<file path="config.mk">
export PLATFORM = sky130hd
export DESIGN_NAME = averaged_capture_frequency_meter
export DESIGN_NICKNAME = d
export VERILOG_FILES = /design/src/rtl/acfm_pkg.sv /design/src/rtl/averaged_capture_frequency_meter.sv /design/src/rtl/acfm_ctrl.sv /design/src/rtl/acfm_datapath.sv
export SDC_FILE = /design/constraint.sdc
export NUM_CORES = 1
export LEC_CHECK = 0
export BUFFER_PORTS_ARGS = -buffer_cell sky130_fd_sc_hd__clkbuf_2
export CAP_MARGIN = 15
export CORE_AREA = 3 3 190 192
export CTS_CLUSTER_SIZE = 12
export DETAILED_ROUTE_END_ITERATION = 16
export DIE_AREA = 0 0 193 195
export PLACE_DENSITY = 0.7
export SYNTH_ARGS = -nofsm -noshare
export SYNTH_HDL_FRONTEND = slang
export SYNTH_SLANG_ARGS = --single-unit
</file>
<file path="constraint.sdc">
create_clock -name clk -period 5.7 [get_ports clk]
set_clock_uncertainty 0.1 [all_clocks]
set_input_delay 1.425 -clock clk [delete_from_list [all_inputs] [get_ports clk]]
set_output_delay 1.425 -clock clk [all_outputs]
set_load 0.02 [all_outputs]
</file>
<file path="src/rtl/acfm_pkg.sv">
// Shared types and constants for the averaged capture frequency meter.
// Used by acfm_ctrl, acfm_datapath and the top level; depends on nothing.
package acfm_pkg;

  localparam int CAP_W   = 16;                 // timer capture width
  localparam int SUM_W   = 32;                 // period sum and average width
  localparam int IDX_W   = 6;                  // sample index width
  localparam int FREQ_W  = 24;                 // frequency / clock register width
  localparam int DIGIT_W = 4;
  localparam int RANGE_W = 2;
  localparam int NDIG    = 8;                  // BCD digits covering FREQ_W bits
  localparam int BCD_W   = NDIG * DIGIT_W;
  localparam int STEP_W  = $clog2(FREQ_W);     // step counter for divide and BCD
  localparam int OUT_DATA_W = 40;              // 38 payload bits padded to bytes

  localparam logic [FREQ_W-1:0] CLOCK_HZ_RST = 24'd8000000;
  localparam logic [FREQ_W-1:0] KHZ_LIMIT    = 24'd1000;
  localparam logic [FREQ_W-1:0] MHZ_LIMIT    = 24'd1000000;

  // request kinds on in_tuser
  localparam logic REQ_OVERFLOW = 1'b0;
  localparam logic REQ_CAPTURE  = 1'b1;

  // range codes
  localparam logic [RANGE_W-1:0] RANGE_HZ  = 2'd0;
  localparam logic [RANGE_W-1:0] RANGE_KHZ = 2'd1;
  localparam logic [RANGE_W-1:0] RANGE_MHZ = 2'd2;

  // controller to datapath
  typedef struct packed {
    logic take;       // accept the input request this cycle
    logic div_load;   // latch average, start division
    logic div_step;   // one restoring-division step
    logic div_last;   // final division step: keep quotient as frequency
    logic bcd_step;   // one double-dabble step
    logic load_out;   // move the finished result into the output register
  } acfm_cmd_t;

  // datapath to controller
  typedef struct packed {
    logic batch_end;  // pending request is the capture that closes a batch
    logic out_free;   // output register can take a result this cycle
  } acfm_sts_t;

endpackage

</file>
<file path="src/rtl/averaged_capture_frequency_meter.sv">
// Averaged capture frequency meter. Overflow ticks and non-final captures are
// accepted one per cycle. The capture that closes a batch of SAMPLE_COUNT
// periods latches the average at its accepting edge. in_tready then stays low for
// 24 steps of a bit-serial restoring divider (clock_hz / average),
// 24 steps of a double-dabble BCD converter for the display digits, and one to
// load the output register; the next request is accepted after that load. A finished
// result waits in the output register and does not stall requests inside the next
// batch. If it is still waiting when the next batch reaches its load step, that
// step holds, and the input stays blocked, until out_tready takes the old result.
// Zero average sets out_tuser and zeroes the rest.
module averaged_capture_frequency_meter import acfm_pkg::*; #(
  parameter int SAMPLE_COUNT = 8
) (
  input  logic                  clk,
  input  logic                  rst_n,
  input  logic                  cfg_wr_en,
  input  logic [FREQ_W-1:0]     cfg_wr_data,  // clock_hz
  input  logic                  in_tvalid,
  output logic                  in_tready,
  input  logic [CAP_W-1:0]      in_tdata,     // [15:0] capture_value
  input  logic                  in_tuser,     // [0] req_type
  output logic                  out_tvalid,
  input  logic                  out_tready,
  // [23:0] freq_hz, [25:24] range_code, [29:26] digit_high,
  // [33:30] digit_mid, [37:34] digit_low, [39:38] zero padding
  output logic [OUT_DATA_W-1:0] out_tdata,
  output logic                  out_tuser     // [0] zero_period
);

  acfm_cmd_t cmd;
  acfm_sts_t sts;

  acfm_ctrl u_ctrl (
    .clk       (clk),
    .rst_n     (rst_n),
    .in_tvalid (in_tvalid),
    .in_tready (in_tready),
    .sts       (sts),
    .cmd       (cmd)
  );

  acfm_datapath #(
    .SAMPLE_COUNT (SAMPLE_COUNT)
  ) u_datapath (
    .clk         (clk),
    .rst_n       (rst_n),
    .cfg_wr_en   (cfg_wr_en),
    .cfg_wr_data (cfg_wr_data),
    .in_tdata    (in_tdata),
    .in_tuser    (in_tuser),
    .cmd         (cmd),
    .sts         (sts),
    .out_tvalid  (out_tvalid),
    .out_tready  (out_tready),
    .out_tdata   (out_tdata),
    .out_tuser   (out_tuser)
  );

endmodule

</file>
<file path="src/rtl/acfm_ctrl.sv">
// Sequencer for the frequency meter: accepts requests, then runs the
// division and BCD steps of a closed batch. Depends on acfm_pkg.
module acfm_ctrl import acfm_pkg::*; (
  input  logic      clk,
  input  logic      rst_n,
  input  logic      in_tvalid,
  output logic      in_tready,
  input  acfm_sts_t sts,
  output acfm_cmd_t cmd
);

  localparam logic [1:0] S_IDLE = 2'd0;
  localparam logic [1:0] S_DIV  = 2'd1;
  localparam logic [1:0] S_BCD  = 2'd2;
  localparam logic [1:0] S_OUT  = 2'd3;

  localparam logic [STEP_W-1:0] LAST_STEP = STEP_W'(FREQ_W - 1);

  logic [1:0]        state_r, state_nxt;
  logic [STEP_W-1:0] step_r, step_nxt;

  always_comb begin
    state_nxt = state_r;
    step_nxt  = step_r;
    cmd       = '0;
    in_tready = 1'b0;
    unique case (state_r)
      S_IDLE: begin
        in_tready = 1'b1;
        cmd.take  = in_tvalid;
        if (in_tvalid && sts.batch_end) begin
          cmd.div_load = 1'b1;
          step_nxt     = '0;
          state_nxt    = S_DIV;
        end
      end
      S_DIV: begin
        cmd.div_step = 1'b1;
        step_nxt     = step_r + 1'b1;
        if (step_r == LAST_STEP) begin
          cmd.div_last = 1'b1;
          step_nxt     = '0;
          state_nxt    = S_BCD;
        end
      end
      S_BCD: begin
        cmd.bcd_step = 1'b1;
        step_nxt     = step_r + 1'b1;
        if (step_r == LAST_STEP) begin
          step_nxt  = '0;
          state_nxt = S_OUT;
        end
      end
      S_OUT: begin
        // hold until the output register drains
        if (sts.out_free) begin
          cmd.load_out = 1'b1;
          state_nxt    = S_IDLE;
        end
      end
      default: state_nxt = S_IDLE;
    endcase
  end

  always_ff @(posedge clk) begin
    if (!rst_n) begin
      state_r <= S_IDLE;
      step_r  <= '0;
    end else begin
      state_r <= state_nxt;
      step_r  <= step_nxt;
    end
  end

  a_batch_starts_div: assert property (@(posedge clk) disable iff (!rst_n)
    (state_r == S_IDLE && in_tvalid && sts.batch_end) |=> (state_r == S_DIV))
    else $error("closed batch did not start division");

  a_div_to_bcd: assert property (@(posedge clk) disable iff (!rst_n)
    (state_r == S_DIV && step_r == LAST_STEP) |=> (state_r == S_BCD && step_r == '0))
    else $error("division did not hand over to BCD conversion");

  a_out_returns_idle: assert property (@(posedge clk) disable iff (!rst_n)
    (state_r == S_OUT && sts.out_free) |=> (state_r == S_IDLE))
    else $error("result load did not return to idle");

  a_step_bound: assert property (@(posedge clk) disable iff (!rst_n)
    (step_r <= LAST_STEP))
    else $error("step counter out of range");

endmodule

</file>
<file path="src/rtl/acfm_datapath.sv">
// Datapath for the frequency meter: capture bookkeeping, period sum, restoring
// divider, double-dabble digit conversion and output register. Depends on acfm_pkg.
module acfm_datapath import acfm_pkg::*; #(
  parameter int SAMPLE_COUNT = 8
) (
  input  logic                  clk,
  input  logic                  rst_n,
  input  logic                  cfg_wr_en,
  input  logic [FREQ_W-1:0]     cfg_wr_data,
  input  logic [CAP_W-1:0]      in_tdata,
  input  logic                  in_tuser,
  input  acfm_cmd_t             cmd,
  output acfm_sts_t             sts,
  output logic                  out_tvalid,
  input  logic                  out_tready,
  output logic [OUT_DATA_W-1:0] out_tdata,
  output logic                  out_tuser
);

  // floor(log2(SAMPLE_COUNT))
  localparam int AVG_SHIFT = $clog2(SAMPLE_COUNT + 1) - 1;
  localparam logic [IDX_W:0] BATCH_LEN = (IDX_W + 1)'(SAMPLE_COUNT);

  logic [FREQ_W-1:0] clock_hz_r;
  logic [CAP_W-1:0]  last_r, wrap_r;
  logic [IDX_W-1:0]  idx_r;
  logic [SUM_W-1:0]  sum_r, avg_r;
  logic              zero_r;
  logic [SUM_W-1:0]  rem_r;
  logic [FREQ_W-1:0] q_r, freq_r;
  logic [BCD_W-1:0]  bcd_r;
  logic              out_valid_r;
  logic [OUT_DATA_W-1:0] out_data_r;
  logic              out_zero_r;

  logic [SUM_W-1:0]  period, sum_add, avg_new;
  logic [SUM_W:0]    rem_sh, avg_ext;
  logic              div_ge, qbit;
  logic [SUM_W-1:0]  rem_nxt;
  logic [FREQ_W-1:0] q_div_nxt;
  logic [BCD_W-1:0]  bcd_nxt;
  logic [RANGE_W-1:0] range_code;
  logic [DIGIT_W-1:0] digit_high, digit_mid, digit_low;

  assign period  = {wrap_r, in_tdata} - {{(SUM_W-CAP_W){1'b0}}, last_r};
  assign sum_add = sum_r + period;
  assign avg_new = sum_add >> AVG_SHIFT;

  assign sts.batch_end = (in_tuser == REQ_CAPTURE) &&
                         (({1'b0, idx_r} + 1'b1) == BATCH_LEN);
  assign sts.out_free  = !out_valid_r || out_tready;

  // one restoring step; a zero divisor forces a zero quotient
  assign rem_sh    = {rem_r, q_r[FREQ_W-1]};
  assign avg_ext   = {1'b0, avg_r};
  assign div_ge    = (rem_sh >= avg_ext);
  assign qbit      = div_ge && !zero_r;
  assign rem_nxt   = qbit ? SUM_W'(rem_sh - avg_ext) : rem_sh[SUM_W-1:0];
  assign q_div_nxt = {q_r[FREQ_W-2:0], qbit};

  // double dabble: add 3 to every digit above 4, then shift in the next bit
  always_comb begin
    logic [BCD_W-1:0] adj;
    adj = bcd_r;
    for (int i = 0; i < NDIG; i++) begin
      if (bcd_r[i*DIGIT_W +: DIGIT_W] >= 4'd5) begin
        adj[i*DIGIT_W +: DIGIT_W] = bcd_r[i*DIGIT_W +: DIGIT_W] + 4'd3;
      end
    end
    bcd_nxt = {adj[BCD_W-2:0], q_r[FREQ_W-1]};
  end

  always_comb begin
    if (freq_r >= MHZ_LIMIT) begin
      range_code = RANGE_MHZ;
      digit_high = bcd_r[7*DIGIT_W +: DIGIT_W];
      digit_mid  = bcd_r[6*DIGIT_W +: DIGIT_W];
      digit_low  = '0;
    end else if (freq_r >= KHZ_LIMIT) begin
      range_code = RANGE_KHZ;
      digit_high = bcd_r[5*DIGIT_W +: DIGIT_W];
      digit_mid  = bcd_r[4*DIGIT_W +: DIGIT_W];
      digit_low  = bcd_r[3*DIGIT_W +: DIGIT_W];
    end else begin
      range_code = RANGE_HZ;
      digit_high = bcd_r[2*DIGIT_W +: DIGIT_W];
      digit_mid  = bcd_r[1*DIGIT_W +: DIGIT_W];
      digit_low  = bcd_r[0 +: DIGIT_W];
    end
  end

  // measurement state
  always_ff @(posedge clk) begin
    if (!rst_n) begin
      clock_hz_r <= CLOCK_HZ_RST;
      last_r     <= '0;
      wrap_r     <= '0;
      idx_r      <= '0;
      sum_r      <= '0;
    end else begin
      if (cfg_wr_en) begin
        clock_hz_r <= cfg_wr_data;
      end
      if (cmd.take) begin
        if (in_tuser == REQ_OVERFLOW) begin
          wrap_r <= wrap_r + 1'b1;
        end else begin
          last_r <= in_tdata;
          wrap_r <= '0;
          if (sts.batch_end) begin
            sum_r <= '0;
            idx_r <= '0;
          end else begin
            sum_r <= sum_add;
            idx_r <= idx_r + 1'b1;
          end
        end
      end
    end
  end

  // divider and conversion working registers
  always_ff @(posedge clk) begin
    if (cmd.div_load) begin
      avg_r  <= avg_new;
      zero_r <= (avg_new == '0);
      q_r    <= clock_hz_r;
      rem_r  <= '0;
      bcd_r  <= '0;
    end else if (cmd.div_step) begin
      q_r   <= q_div_nxt;
      rem_r <= rem_nxt;
      if (cmd.div_last) begin
        freq_r <= q_div_nxt;
      end
    end else if (cmd.bcd_step) begin
      q_r   <= {q_r[FREQ_W-2:0], 1'b0};
      bcd_r <= bcd_nxt;
    end
  end

  // output register
  always_ff @(posedge clk) begin
    if (!rst_n) begin
      out_valid_r <= 1'b0;
    end else if (cmd.load_out) begin
      out_valid_r <= 1'b1;
    end else if (out_tready) begin
      out_valid_r <= 1'b0;
    end
  end

  always_ff @(posedge clk) begin
    if (cmd.load_out) begin
      out_data_r <= {2'b00, digit_low, digit_mid, digit_high, range_code, freq_r};
      out_zero_r <= zero_r;
    end
  end

  assign out_tvalid = out_valid_r;
  assign out_tdata  = out_data_r;
  assign out_tuser  = out_zero_r;

  a_zero_gives_zero: assert property (@(posedge clk) disable iff (!rst_n)
    (out_valid_r && out_zero_r) |-> (out_data_r[FREQ_W+RANGE_W-1:0] == '0))
    else $error("zero period result carries nonzero frequency");

  a_load_only_free: assert property (@(posedge clk) disable iff (!rst_n)
    cmd.load_out |-> sts.out_free)
    else $error("result loaded over a pending one");

  a_no_take_while_busy: assert property (@(posedge clk) disable iff (!rst_n)
    cmd.take |-> !(cmd.div_step || cmd.bcd_step || cmd.load_out))
    else $error("request taken during a conversion");

endmodule

</file>
==> flow_summary.json <==
{
  "fp.dieH_um": 195,
  "antenna_cells": 0,
  "ys.flop_type": "dfxtp_1",
  "postLayoutCoreUtil": 0.501,
  "grt.total_usage": 0.171,
  "nets": 1944,
  "fillers": 3224,
  "reg2reg_depth": 13,
  "drt-initial-drc-count": 805,
  "synth_edf_count": 117,
  "ys_types": 70,
  "peakVddDrop_v": 0.000258,
  "clock_power_share": 0.306,
  "switching_share": 0.335,
  "worst_pin_slew_ns": 1.08,
  "finalWirelength_mm": 32.5,
  "cts_tree": "built",
  "p_leak_nw": 7.17,
  "synthMuxAreaShare": 0.0357,
  "pwr-share-seq": 0.374,
  "drive_gt1_frac": 0.0930,
  "cts-hold-fix-buffers": 0,
  "dieArea_sq_um": 37600,
  "worstHoldPathCells": 0,
  "synth_xor_area_frac": 0.0482,
  "clk_latency_ns": 0.57,
  "placementRows": 68,
  "yosysWarnings": 0,
  "p_int_mw": 4.13,
  "syn_to_final_growth_pct": 12.0,
  "cts-resized-gates": 0,
  "top_layer_used": "met4",
  "p_comb_frac": 0.321,
  "synth_top_family_by_area": "simple AND/OR/NAND/NOR gates",
  "initial_core_util": 0.447,
  "routed_via_density": 5.18,
  "dr.pass1.iters": 5,
  "avgSynthCellArea_sq_um": 9.04,
  "r2r_start": "u_datapath.sum_r[1]$_SDFFE_PN0P_",
  "hold_class": "reg2reg",
  "netlist_area_sq_um": 15400,
  "worstHoldEndpoint": "u_datapath.freq_r[6]$_DFFE_PP_",
  "gp_congestion": 0.897,
  "met2_length_mm": 15.5,
  "rsz0062_at_grt": "no",
  "dieWidth_um": 193,
  "grt_overflow": 0,
  "worstPathMaxFanout": 3,
  "wl_met3_mm": 1.22,
  "period_needed_ns": 4.91,
  "htreeDepth": 1,
  "startpoint_type": "input port",
  "r2r-end": "u_datapath.zero_r$_DFFE_PP_",
  "async_flop_share": 0,
  "regArea_sq_um": 6840,
  "yosysSeqAreaShare": 0.443,
  "end_kind": "register",
  "cts_made_buffers": 31,
  "dpl.hpwl_mm": 23.2,
  "detail-route-antenna-nets": 0,
  "route.detailed.drc": 0,
  "hold_violations": 0,
  "post-route-period-util": 0.861,
  "synth_compound_area_frac": 0.145,
  "core-area_sq_um": 34500,
  "slew_headroom": 0.280,
  "cts.sinks": 283,
  "io_buffer_count": 86,
  "hp-start": "u_datapath.q_r[5]$_DFFE_PP_",
  "cts_setup_buffers": 0,
  "wl_per_cell_um": 14.4,
  "finalSetupViolations": 0,
  "grt_max_degree": 67,
  "synth-simple-area-share": 0.161,
  "outcome": "completed",
  "switchingPower_mw": 2.08,
  "maxCapViolations": 0,
  "fin_setup_tns_ns": 0,
  "grt_pass1_wl_mm": 54.3,
  "grt_pass1_vias": 11305,
  "timing.fmax_mhz": 204,
  "ios": 89,
  "cp.required_ns": 6.04,
  "num_vias": 11721,
  "arrival_ns": 5.25,
  "mostFrequentLayoutCells": "nand2_1 (250), inv_1 (200), dfxtp_1 (166), edfxtp_1 (117), o21ai_0 (113)",
  "multi_input_area_sq_um": 7630,
  "ys_seq_elements": 283,
  "ff2ff_setup_slack_ns": 1.45,
  "antenna_found_initial": 0,
  "final_common_cell": "nand2_1",
  "clk_pin_slew_ns": 0.06,
  "wl_met1_mm": 15.3,
  "worstSetupPathType": "in2reg",
  "finalMaxSlewViolations": 0,
  "netlist_instances": 1709,
  "synthAdderAreaFrac": 0.103,
  "p_per_area_nw_per_um2": 359,
  "clockBufferDepth": 3,
  "root_buffer": "clkbuf_16",
  "hold_ws_ns": 0.342
}
[per-stage QoR]
| step | power [mW] | instance area [sq um] | std cells | setup WS, ns |
|---|---|---|---|---|
| 5_1_grt | 6.65 | 17300 | 2261 | 0.614 |
| 6_report | 6.21 | 17300 | 2261 | 0.793 |
| 2_1_floorplan | 3.90 | 15400 | 1710 | 0.825 |
| 3_3_place_gp | 4.31 | 16300 | 2203 | 0.279 |
| 3_5_place_dp | 4.35 | 16300 | 2203 | 0.171 |
| 4_1_cts | 6.26 | 17300 | 2261 | 0.781 |
[critical path, cell delays in order]
cell       delay [ns]
clkbuf_2         0.09
inv_1            0.05
fa_1             0.53
inv_1            0.08
fa_1             0.48
a211oi_2         0.36
o2111ai_1        0.23
and3_1           0.22
or2_2            0.31
mux2i_1          0.12
o311a_2          0.15
or4_1            0.54
nor4_1           0.42
and4b_1          0.24
[synth_stat cells, types with 5 or more instances]
| master | instances | share of area |
|---|---|---|
| nand2_1 | 251 | 0.061 |
| inv_1 | 200 | 0.049 |
| dfxtp_1 | 166 | 0.22 |
| edfxtp_1 | 117 | 0.23 |
| o21ai_0 | 113 | 0.037 |
| nor2_1 | 108 | 0.026 |
| ha_1 | 100 | 0.081 |
| a21oi_1 | 93 | 0.030 |
| xnor2_1 | 56 | 0.032 |
| mux2i_1 | 54 | 0.035 |
| clkbuf_1 | 51 | 0.012 |
| nor2b_1 | 33 | 0.013 |
| xor2_1 | 29 | 0.016 |
| nand3_1 | 28 | 0.0091 |
| nor3_1 | 28 | 0.0091 |
| a31oi_1 | 27 | 0.011 |
| a21boi_0 | 19 | 0.0092 |
| fa_1 | 17 | 0.022 |
| and3_1 | 15 | 0.0061 |
| nand4_1 | 15 | 0.0061 |
| nand2b_1 | 14 | 0.0057 |
| a21o_1 | 12 | 0.0058 |
| a211oi_1 | 11 | 0.0053 |
| or3_1 | 11 | 0.0045 |
| and2_1 | 10 | 0.0041 |
| o21a_1 | 9 | 0.0044 |
| nor4_1 | 8 | 0.0032 |
| o22ai_1 | 8 | 0.0032 |
| o211ai_1 | 7 | 0.0034 |
| a41oi_1 | 6 | 0.0034 |
| a22o_1 | 5 | 0.0028 |
| nand3b_1 | 5 | 0.0024 |
| o21bai_1 | 5 | 0.0024 |
| or4_1 | 5 | 0.0024 |
[worst max-delay path by stage]
stage | startpoint | endpoint | slack [ns] | depth (start not counted)
after floorplan | in_tdata[1] | u_datapath.zero_r$_DFFE_PP_ | 0.83 | 13
after global placement | in_tdata[1] | u_datapath.zero_r$_DFFE_PP_ | 0.28 | 14
after detailed placement | in_tdata[1] | u_datapath.zero_r$_DFFE_PP_ | 0.17 | 14
after CTS | in_tdata[1] | u_datapath.zero_r$_DFFE_PP_ | 0.78 | 14
after global routing | in_tdata[1] | u_datapath.zero_r$_DFFE_PP_ | 0.61 | 14
final | in_tdata[1] | u_datapath.zero_r$_DFFE_PP_ | 0.79 | 14
[area by class of cell]
type | count | area share
multi-input combinational | 1163 | 0.441
sequential | 283 | 0.395
clock buffer | 45 | 0.0496
inverter | 203 | 0.0441
tap | 455 | 0.0329
timing repair buffer | 99 | 0.0305
clock inverter | 13 | 0.00644
[power by group through the flow]
stage	Clock [mW]	Combinational, mW	Sequential, mW
floorplan	0	1.54	2.36
global route	2.03	2.29	2.33
global placement	0	1.94	2.36
finish	1.90	1.99	2.32
detailed placement	0	1.98	2.36
CTS	1.95	1.99	2.32
[flip-flops by register name, summed over array words and instances, names as in the netlist]
signal                 count
u_ctrl.state_r             2
u_ctrl.step_r              5
u_datapath.avg_r          29
u_datapath.bcd_r          32
u_datapath.clock_hz_r     24
u_datapath.freq_r         24
u_datapath.idx_r           6
u_datapath.last_r         16
u_datapath.out_tdata      38
u_datapath.out_tuser       1
u_datapath.out_tvalid      1
u_datapath.q_r            24
u_datapath.rem_r          32
u_datapath.sum_r          32
u_datapath.wrap_r         16
u_datapath.zero_r          1
[metal layers]
| metal | vias up | GRT usage |
|---|---|---|
| met5 | - | 0 |
| met4 | 0 | 0.0388 |
| met3 | 37 | 0.0217 |
| met2 | 205 | 0.291 |
| met1 | 5487 | 0.234 |
| li1 | 5992 | - |
[kinds of logic (layout without fill, tap and decap cells)]
group	after synthesis	after routing
AO/OA/AOI/OAI	359	359
XOR/XNOR	85	85
adder cells (fa/ha/maj)	117	117
buffers and inverters	264	360
flip-flops	283	283
multiplexers	55	55
other	1	2
AND/OR/NAND/NOR	545	545
Power figures use the tool's default switching activity.
